**src/hdl/arith_expression_lexer_assert.svh**
```systemverilog
// Assertion macros shared by the lexer RTL files.
`ifndef ARITH_EXPRESSION_LEXER_ASSERT_SVH
`define ARITH_EXPRESSION_LEXER_ASSERT_SVH

// Checked on every clock edge outside reset.
`define AEL_ASSERT(label, prop, msg) \
	label: assert property (@(posedge clk) disable iff (!arst_n) prop) else $error(msg);

// Checked on every clock edge, also while reset is applied.
`define AEL_ASSERT_ALWAYS(label, prop, msg) \
	label: assert property (@(posedge clk) prop) else $error(msg);

`endif

```
**src/hdl/ael_pkg.sv**
```systemverilog
// Shared types, constants and helper functions for the expression lexer.
`timescale 1ns / 1ps
`default_nettype none

package ael_pkg;

	// Width of the internal line, column and length counters
	localparam int POS_BITS = 16;
	localparam int OUT_POS_BITS = 16;

	// Token queue sizing
	localparam int TQ_DEPTH = 4;
	localparam int TQ_PTR_BITS = $clog2(TQ_DEPTH);
	localparam int TQ_CNT_BITS = $clog2(TQ_DEPTH + 1);

	// Source characters with a meaning of their own
	localparam logic [7:0] CH_EOI        = 8'h00;
	localparam logic [7:0] CH_TAB        = 8'h09;
	localparam logic [7:0] CH_NEWLINE    = 8'h0A;
	localparam logic [7:0] CH_VTAB       = 8'h0B;
	localparam logic [7:0] CH_FORMFEED   = 8'h0C;
	localparam logic [7:0] CH_CR         = 8'h0D;
	localparam logic [7:0] CH_SPACE      = 8'h20;
	localparam logic [7:0] CH_LPAREN     = 8'h28;
	localparam logic [7:0] CH_RPAREN     = 8'h29;
	localparam logic [7:0] CH_STAR       = 8'h2A;
	localparam logic [7:0] CH_PLUS       = 8'h2B;
	localparam logic [7:0] CH_MINUS      = 8'h2D;
	localparam logic [7:0] CH_SLASH      = 8'h2F;
	localparam logic [7:0] CH_DIGIT_LO   = 8'h30;
	localparam logic [7:0] CH_DIGIT_HI   = 8'h39;
	localparam logic [7:0] CH_EQUALS     = 8'h3D;
	localparam logic [7:0] CH_UPPER_LO   = 8'h41;
	localparam logic [7:0] CH_UPPER_HI   = 8'h5A;
	localparam logic [7:0] CH_UNDERSCORE = 8'h5F;
	localparam logic [7:0] CH_LOWER_LO   = 8'h61;
	localparam logic [7:0] CH_LOWER_HI   = 8'h7A;

	typedef logic [POS_BITS-1:0] pos_t;

	typedef enum logic [3:0] {
		KIND_IDENT   = 4'd0,
		KIND_NUMBER  = 4'd1,
		KIND_PLUS    = 4'd2,
		KIND_MINUS   = 4'd3,
		KIND_STAR    = 4'd4,
		KIND_SLASH   = 4'd5,
		KIND_LPAREN  = 4'd6,
		KIND_RPAREN  = 4'd7,
		KIND_EQUALS  = 4'd8,
		KIND_NEWLINE = 4'd9,
		KIND_UNKNOWN = 4'd10
	} tok_kind_t;

	typedef struct packed {
		tok_kind_t                kind;
		logic                     eof;
		logic [OUT_POS_BITS-1:0]  line;
		logic [OUT_POS_BITS-1:0]  col;
		logic [OUT_POS_BITS-1:0]  len;
		logic [7:0]               ch;
		logic                     last;
	} token_t;

	// Up to two tokens from one source byte, in emission order a then b
	typedef struct packed {
		logic   a_vld;
		token_t a;
		logic   b_vld;
		token_t b;
	} push_t;

	function automatic pos_t sat_inc(input pos_t v);
		return (v == {POS_BITS{1'b1}}) ? v : v + pos_t'(1);
	endfunction

	// Low 16 bits of a counter, zero extended if the counter is narrower
	function automatic logic [OUT_POS_BITS-1:0] pos_out(input pos_t v);
		logic [31:0] w;
		w = 32'(v);
		return w[OUT_POS_BITS-1:0];
	endfunction

	function automatic logic is_letter(input logic [7:0] c);
		return (c >= CH_LOWER_LO && c <= CH_LOWER_HI) ||
			(c >= CH_UPPER_LO && c <= CH_UPPER_HI);
	endfunction

	function automatic logic is_digit(input logic [7:0] c);
		return c >= CH_DIGIT_LO && c <= CH_DIGIT_HI;
	endfunction

	function automatic logic is_blank(input logic [7:0] c);
		return c == CH_SPACE || c == CH_TAB || c == CH_VTAB ||
			c == CH_FORMFEED || c == CH_CR;
	endfunction

	function automatic tok_kind_t single_kind(input logic [7:0] c);
		tok_kind_t k;
		unique case (c)
			CH_PLUS:    k = KIND_PLUS;
			CH_MINUS:   k = KIND_MINUS;
			CH_STAR:    k = KIND_STAR;
			CH_SLASH:   k = KIND_SLASH;
			CH_LPAREN:  k = KIND_LPAREN;
			CH_RPAREN:  k = KIND_RPAREN;
			CH_EQUALS:  k = KIND_EQUALS;
			CH_NEWLINE: k = KIND_NEWLINE;
			default:    k = KIND_UNKNOWN;
		endcase
		return k;
	endfunction

endpackage

`default_nettype wire

```
**src/hdl/ael_scan.sv**
```systemverilog
// Scanner state and byte classification: turns one source byte into up to two tokens.
`timescale 1ns / 1ps
`default_nettype none

`include "arith_expression_lexer_assert.svh"

module ael_scan (
	input  logic           clk,
	input  logic           arst_n,
	input  logic           step,
	input  logic [7:0]     char_code,
	input  logic           end_of_input,
	output ael_pkg::push_t push
);
	import ael_pkg::*;

	typedef enum logic [1:0] {
		MODE_IDLE   = 2'd0,
		MODE_IDENT  = 2'd1,
		MODE_NUMBER = 2'd2
	} mode_t;

	mode_t mode_q, mode_d;
	pos_t  line_q, line_d;
	pos_t  col_q, col_d;
	pos_t  pst_q, pst_d;
	pos_t  plen_q, plen_d;

	logic   eoi;
	logic   has_pend;
	logic   cont;
	logic   let_c, dig_c;
	push_t  push_d;

	always_comb begin
		eoi      = end_of_input || char_code == CH_EOI;
		let_c    = is_letter(char_code);
		dig_c    = is_digit(char_code);
		has_pend = mode_q != MODE_IDLE;
		cont     = (mode_q == MODE_IDENT && (let_c || dig_c || char_code == CH_UNDERSCORE)) ||
			(mode_q == MODE_NUMBER && dig_c);

		mode_d = mode_q;
		line_d = line_q;
		col_d  = col_q;
		pst_d  = pst_q;
		plen_d = plen_q;

		// slot a: pending identifier or number being flushed
		push_d.a_vld  = 1'b0;
		push_d.a.kind = (mode_q == MODE_IDENT) ? KIND_IDENT : KIND_NUMBER;
		push_d.a.eof  = 1'b0;
		push_d.a.line = pos_out(line_q);
		push_d.a.col  = pos_out(pst_q);
		push_d.a.len  = pos_out(plen_q);
		push_d.a.ch   = 8'h00;
		push_d.a.last = 1'b0;

		// slot b: single-char token or eof at the current position
		push_d.b_vld  = 1'b0;
		push_d.b.kind = single_kind(char_code);
		push_d.b.eof  = 1'b0;
		push_d.b.line = pos_out(line_q);
		push_d.b.col  = pos_out(col_q);
		push_d.b.len  = OUT_POS_BITS'(1);
		push_d.b.ch   = char_code;
		push_d.b.last = 1'b1;

		if (eoi) begin
			push_d.a_vld  = has_pend;
			push_d.b_vld  = 1'b1;
			push_d.b.kind = KIND_IDENT;
			push_d.b.eof  = 1'b1;
			push_d.b.len  = '0;
			push_d.b.ch   = 8'h00;
			mode_d = MODE_IDLE;
			line_d = pos_t'(1);
			col_d  = pos_t'(1);
			pst_d  = '0;
			plen_d = '0;
		end else if (cont) begin
			plen_d = sat_inc(plen_q);
			col_d  = sat_inc(col_q);
		end else begin
			push_d.a_vld = has_pend;
			mode_d = MODE_IDLE;
			pst_d  = '0;
			plen_d = '0;
			if (let_c || dig_c) begin
				mode_d = let_c ? MODE_IDENT : MODE_NUMBER;
				pst_d  = col_q;
				plen_d = pos_t'(1);
				col_d  = sat_inc(col_q);
			end else if (is_blank(char_code)) begin
				col_d = sat_inc(col_q);
			end else begin
				push_d.b_vld = 1'b1;
				if (char_code == CH_NEWLINE) begin
					line_d = sat_inc(line_q);
					col_d  = pos_t'(1);
				end else begin
					col_d = sat_inc(col_q);
				end
			end
		end

		push_d.a.last = !push_d.b_vld;

		push       = push_d;
		push.a_vld = push_d.a_vld && step;
		push.b_vld = push_d.b_vld && step;
	end

	always_ff @(posedge clk or negedge arst_n) begin
		if (!arst_n) begin
			mode_q <= MODE_IDLE;
			line_q <= pos_t'(1);
			col_q  <= pos_t'(1);
			pst_q  <= '0;
			plen_q <= '0;
		end else if (step) begin
			mode_q <= mode_d;
			line_q <= line_d;
			col_q  <= col_d;
			pst_q  <= pst_d;
			plen_q <= plen_d;
		end
	end

	`AEL_ASSERT(a_eoi_resets, step && eoi |=> mode_q == MODE_IDLE && line_q == pos_t'(1) && col_q == pos_t'(1), "end of input did not return scanner to reset state")

endmodule

`default_nettype wire

```
**src/hdl/ael_tok_fifo.sv**
```systemverilog
// Small token queue: takes up to two tokens per cycle, hands out one per cycle while tok_stall is low.
`timescale 1ns / 1ps
`default_nettype none

`include "arith_expression_lexer_assert.svh"

module ael_tok_fifo (
	input  logic            clk,
	input  logic            arst_n,
	input  ael_pkg::push_t  push,
	output logic            room,
	output logic            tok_valid,
	input  logic            tok_stall,
	output ael_pkg::token_t head
);
	import ael_pkg::*;

	token_t                 mem_q [TQ_DEPTH];
	logic [TQ_PTR_BITS-1:0] wr_q, rd_q;
	logic [TQ_CNT_BITS-1:0] cnt_q;
	logic [1:0]             n_push;
	logic                   pop;
	token_t                 first;

	always_comb begin
		n_push    = {1'b0, push.a_vld} + {1'b0, push.b_vld};
		first     = push.a_vld ? push.a : push.b;
		tok_valid = cnt_q != '0;
		pop       = tok_valid && !tok_stall;
		head      = mem_q[rd_q];
		// space for a worst-case pair
		room      = cnt_q <= TQ_CNT_BITS'(TQ_DEPTH - 2);
	end

	always_ff @(posedge clk) begin
		if (n_push != 2'd0) begin
			mem_q[wr_q] <= first;
		end
		if (n_push == 2'd2) begin
			mem_q[wr_q + TQ_PTR_BITS'(1)] <= push.b;
		end
	end

	always_ff @(posedge clk or negedge arst_n) begin
		if (!arst_n) begin
			wr_q  <= '0;
			rd_q  <= '0;
			cnt_q <= '0;
		end else begin
			wr_q  <= wr_q + TQ_PTR_BITS'(n_push);
			rd_q  <= rd_q + TQ_PTR_BITS'(pop);
			cnt_q <= cnt_q + TQ_CNT_BITS'(n_push) - TQ_CNT_BITS'(pop);
		end
	end

	`AEL_ASSERT(a_push_has_room, (push.a_vld || push.b_vld) |-> room, "token push without room")
	`AEL_ASSERT(a_cnt_bound, cnt_q <= TQ_CNT_BITS'(TQ_DEPTH), "token queue count out of range")

endmodule

`default_nettype wire

```
**src/hdl/arith_expression_lexer.sv**
```systemverilog
// Top level of the streaming arithmetic expression lexer.
`timescale 1ns / 1ps
`default_nettype none

`include "arith_expression_lexer_assert.svh"

// Streaming lexer for simple arithmetic expressions. One source byte is
// accepted per cycle on the src channel; finished tokens leave on the tok
// channel with kind, start line, start column and length (token text is not
// carried). Identifiers (letter, then letters, digits, underscores) and
// numbers (digit runs) accumulate silently; + - * / ( ) = and newline give
// one token each, blanks are skipped, anything else is an unknown token.
// Byte 0 or end_of_input flushes the pending token, sends an end-of-file
// token and returns the lexer to its reset state. last_of_run marks the
// final token produced by a byte. Line, column and length saturate.
// Throughput: one byte per cycle while src_stall is low. A byte gives zero,
// one or two tokens and the tok channel drains one token per cycle while
// tok_stall is low. Two tokens come only from a byte that ends a pending
// word, and the bytes inside that word gave none, so with tok_stall low the
// lexer keeps taking a byte every cycle; the queue soaks up the extra token
// of a pair. Each byte is held in the input register, then its tokens are
// written into the four-entry token queue, which drives tok_valid. src_stall
// comes from registers only: it rises while the queue holds more than two
// tokens and a byte is waiting.

module arith_expression_lexer (
	input  logic        clk,
	input  logic        arst_n,

	input  logic        src_valid,
	output logic        src_stall,
	input  logic [7:0]  char_code,
	input  logic        end_of_input,

	output logic        tok_valid,
	input  logic        tok_stall,
	output logic [3:0]  token_kind,
	output logic        is_eof,
	output logic [15:0] start_line,
	output logic [15:0] start_column,
	output logic [15:0] token_length,
	output logic [7:0]  single_char,
	output logic        last_of_run
);
	import ael_pkg::*;

	// input word register
	logic       valid_s1;
	logic [7:0] char_s1;
	logic       eoi_s1;

	logic   room;
	logic   step;
	logic   src_take;
	push_t  push;
	token_t head;

	// byte in the input register is scanned once the queue can take a pair
	assign step      = valid_s1 && room;
	assign src_stall = valid_s1 && !room;
	assign src_take  = src_valid && !src_stall;

	always_ff @(posedge clk or negedge arst_n) begin
		if (!arst_n) begin
			valid_s1 <= 1'b0;
		end else if (src_take) begin
			valid_s1 <= 1'b1;
		end else if (step) begin
			valid_s1 <= 1'b0;
		end
	end

	always_ff @(posedge clk) begin
		if (src_take) begin
			char_s1 <= char_code;
			eoi_s1  <= end_of_input;
		end
	end

	ael_scan u_scan (
		.clk          (clk),
		.arst_n       (arst_n),
		.step         (step),
		.char_code    (char_s1),
		.end_of_input (eoi_s1),
		.push         (push)
	);

	ael_tok_fifo u_fifo (
		.clk       (clk),
		.arst_n    (arst_n),
		.push      (push),
		.room      (room),
		.tok_valid (tok_valid),
		.tok_stall (tok_stall),
		.head      (head)
	);

	assign token_kind   = 4'(head.kind);
	assign is_eof       = head.eof;
	assign start_line   = head.line;
	assign start_column = head.col;
	assign token_length = head.len;
	assign single_char  = head.ch;
	assign last_of_run  = head.last;

	`AEL_ASSERT(a_eof_is_last, tok_valid && is_eof |-> last_of_run, "eof word not last of its run")
	`AEL_ASSERT(a_eof_shape, tok_valid && is_eof |-> token_kind == KIND_IDENT, "eof word with a kind")
	`AEL_ASSERT(a_eof_empty, tok_valid && is_eof |-> token_length == 16'd0 && single_char == 8'h00, "eof word not empty")

endmodule

`default_nettype wire

```
**config.mk**
```make
export PLATFORM = sky130hd
export DESIGN_NAME = arith_expression_lexer
export DESIGN_NICKNAME = d
export VERILOG_FILES = /design/src/hdl/ael_pkg.sv /design/src/hdl/ael_scan.sv /design/src/hdl/ael_tok_fifo.sv /design/src/hdl/arith_expression_lexer.sv
export VERILOG_INCLUDE_DIRS = /design/src /design/src/hdl
export SDC_FILE = /design/constraint.sdc
export NUM_CORES = 1
export LEC_CHECK = 0
export ABC_AREA = 1
export BUFFER_PORTS_ARGS = -buffer_cell sky130_fd_sc_hd__buf_4
export CAP_MARGIN = 20
export CORE_ASPECT_RATIO = 2
export CORE_UTILIZATION = 30
export CTS_BUF_LIST = sky130_fd_sc_hd__clkbuf_4 sky130_fd_sc_hd__clkbuf_8 sky130_fd_sc_hd__clkbuf_16
export DETAILED_ROUTE_END_ITERATION = 7
export PLACE_DENSITY_LB_ADDON = 0.3
export SLEW_MARGIN = 10
export SYNTH_ARGS = -nofsm -noshare
export SYNTH_HDL_FRONTEND = slang
export SYNTH_SLANG_ARGS = --single-unit
```
**constraint.sdc**
```tcl
create_clock -name clk -period 4.27 [get_ports clk]
set_input_delay 0.2135 -clock clk [delete_from_list [all_inputs] [get_ports clk]]
set_output_delay 0.2135 -clock clk [all_outputs]
set_load 0.01 [all_outputs]
```
==> out/qor.csv <==
stage,metric,value,unit
logic_synthesis,synth-edff-count,193,
detailed_routing,drt_iter0_drc,871,
clock_network,cts_tree,done,
logic_synthesis,yosysTopAreaCell,edfxtp_1,
global_route,antenna_found_initial,0,
detailed_routing,via_count,13210,
clock_network,root_buffer,clkbuf_16,
logic_synthesis,synthTopCellsByCount,"nand2_1 (368), nor2_1 (288), edfxtp_1 (193), o21ai_0 (152), nand3_1 (129)",
clock_network,cts_hold_buf,11,
layout,syn_to_final_growth,14.26,%
die,num_rows,120,
clock_network,h-tree-depth,1,
critical_path,cp.arrival,3740,ps
die,die_w,167.0,µm
timing,tns,0,ps
clock_network,cts_resized,0,
logic_synthesis,syn_area,16330,µm²
logic_synthesis,ys_ff_latch,331,
layout,final_nets,1897,
logic_synthesis,synth_cell_types,46,
clock_network,insertion_delay,590,ps
pwr,vdd_ir_drop_max,0.0004445,V
die,die-area,55410,µm²
logic_synthesis,synthArstFlopShare,22.36,%
global_route,grt_pass1_wl,76.69,mm
timing,fin_skew,19.84,ps
critical_path,crit_chain,nor2_2 > nand2_1 > nand2_1 > nand2_1 > nand2_2 > o211ai_1 > nor2_1 > nor2_1 > nor2_1 > inv_1 > ha_1 > nor3_2 > inv_1 > nand2_2 > buf_4,
layout,antenna_cells,0,
timing,period_minus_slack,3498,ps
critical_path,crit_required,4510,ps
logic_synthesis,synth_nets,1852,
logic_synthesis,yosysWarningCount,0,
hold_path,hold_path_class,primary input to flop,
global_route,grt-ovfl-total,0,
global_route,grt_use_total,18.02,%
global_route,grt_pass1_vias,13400,
logic_synthesis,synth.area.top_cells,"edfxtp_1 (35%), dfrtp_1 (11%), nand2_1 (8.5%)",
global_route,grt_max_degree,79,
detailed_routing,firstDrtPassIters,5,
clock_network,clkSinkCount,331,
clock_network,clkTransAtPathRegs,70,ps
timing,fmax,285.8,MHz
timing,max-slew-margin-rel,38.43,%
critical_path,endpoint_kind,flop,
pwr,power_density,714.4,nW/µm²
logic_synthesis,syn_area_per_cell,8.931,µm²
logic_synthesis,synth_top_area_share,35.50,%
critical_path,slowest_stage,edfxtp_1,
clock_network,clock_path_buffers,3,
pwr,power,0.01333,W
timing,setup_viol,0,
critical_path,worst-path-max-fanout,25,
timing,rsz0062_at_grt,no,
timing,finalCritPeriodShare,81.93,%
timing,finalHoldViolations,0,
detailed_routing,vias_per_cell,5.145,
critical_path,critPathKind,flop to flop,
detailed_routing,drt-wirelength-per-cell,19.51,µm
die,ios,77,
detailed_routing,drt-total-wl,50.09,mm
outcome,status,completed,
job,timing.max_cap.violations,0,
logic_synthesis,synthMostInstantiatedCell,nand2_1,
critical_path,critPathLaunchType,flop,
die,die_y,331.9,µm
logic_synthesis,synth_flop_cell,edfxtp_1,
place,portBuffers,76,
layout,drive_gt1_share,13.71,%
timing,slew_violations,0,
pwr,leakagePower,6.969,nW
place,finalWeightedCongestion,0.9177,
clock_network,cts_made_buffers,30,
die,start_util,30.46,%
logic_synthesis,syn_inst,1828,
die,coreArea,53600,µm²
critical_path,crit_path_max_incr_delay,540,ps
detailed_routing,drc,0,
logic_synthesis,ys_seq_area_share,54.71,%
clock_network,post_cts_buffers,0,
detailed_routing,ant_nets,0,
place,hpwl,34.60,mm
timing,tightest_slew,923.5,ps
## critical path: cells and delay by family (launching register included)
kind	cells	cell delay, ps
AOI/OAI and AO/OA	1	120
DFF	1	540
buffers and inverters	3	630
and+or+nand+nor	10	1570
adders and majority gates	1	270
## power breakdown
part	switching, W	leakage, nW	internal [W]
sequential	0.000369	3.34	0.00427
combinational	0.00417	3.13	0.00172
clock	0.00127	0.494	0.00153
total	0.00581	6.97	0.00752
## sequential cells by signal (all words and copies together), names as in the netlist
name,cells
valid_s1,1
u_scan.col_q,16
char_s1,8
u_fifo.mem_q,248
u_fifo.rd_q,2
u_fifo.wr_q,2
u_scan.mode_q,2
u_scan.line_q,16
u_scan.plen_q,16
u_scan.pst_q,16
u_fifo.cnt_q,3
eoi_s1,1
## path summary, 6_finish.rpt
path | end | start | slack, ps | depth (start not counted)
worst min register to register | u_fifo.mem_q[1][21]$_SDFFE_PP0P_ | u_fifo.mem_q[1][21]$_SDFFE_PP0P_ | 460 | 2
worst min-delay path | u_fifo.rd_q[0]$_DFF_PN0_ | tok_stall | 50 | 3
worst max register to register | u_fifo.mem_q[3][7]$_DFFE_PP_ | char_s1[1]$_DFFE_PP_ | 770 | 15
min in group asynchronous | u_scan.plen_q[10]$_DFFE_PN0P_ | arst_n | 150 | 2
max in group asynchronous | u_fifo.rd_q[0]$_DFF_PN0_ | arst_n | 3130 | 3
worst max-delay path | u_fifo.mem_q[3][7]$_DFFE_PP_ | char_s1[1]$_DFFE_PP_ | 770 | 15
## layer usage
| layer | routed length [µm] | up-vias | track usage, % | share of wire [%] |
|---|---|---|---|---|
| li1 | - | 6305 | - | - |
| met1 | 17560 | 6399 | 17.89 | 35 |
| met2 | 28320 | 389 | 36.38 | 57 |
| met3 | 2088 | 120 | 1.823 | 4.2 |
| met4 | 2120 | 0 | 8.491 | 4.2 |
| met5 | 0 | - | 0 | 0 |
## stage by stage
step	std cells	hold slack [ps]	cell area [µm²]	setup WS [ps]	utilization, %
5_1_grt	2568	54.02	18650	601.0	34.80
3_5_place_dp	2501	231.1	17530	807.8	32.70
6_report	2568	47.52	18650	771.5	34.80
3_3_place_gp	2501	234.9	17530	802.3	32.70
2_1_floorplan	1828	-82.09	16330	453.2	-
4_1_cts	2568	28.74	18650	783.8	34.80
## logic make-up (layout without fill, tap and decap cells)
| kind of cell | Yosys count | in the layout | share of synthesized area [%] |
|---|---|---|---|
| AO/OA/AOI/OAI | 345 | 345 | 11.50 |
| XOR/XNOR | 19 | 19 | 1.019 |
| adder cells (fa/ha/maj) | 11 | 11 | 0.8890 |
| buffers and inverters | 230 | 299 | 6.147 |
| flip-flops | 331 | 331 | 54.71 |
| AND/OR/NAND/NOR | 892 | 892 | 25.74 |
## final cells by class
cell class / count / area [µm²]
timing repair buffer: 129 / 996.0
inverter: 114 / 429.2
multi-input combinational: 1267 / 6436
clock inverter: 17 / 173.9
tap: 671 / 839.6
fill: 5382 / 34950
sequential: 331 / 8936
clock buffer: 39 / 842.1
## layout by cell type, fill, tap and decap left out, types with 9 or more instances in the layout
cell	n
nand2_1	364
nor2_1	288
edfxtp_1	193
o21ai_0	152
nand3_1	129
buf_4	118
inv_1	107
o21ai_1	98
dfrtp_1	70
o22ai_1	68
dfxtp_1	64
clkbuf_16	31
nand4_4	23
nor3_1	20
xor2_1	16
nand4_1	15
dlygate4sd3_1	11
ha_1	10
a21oi_1	9
Power figures use the tool's default switching activity.
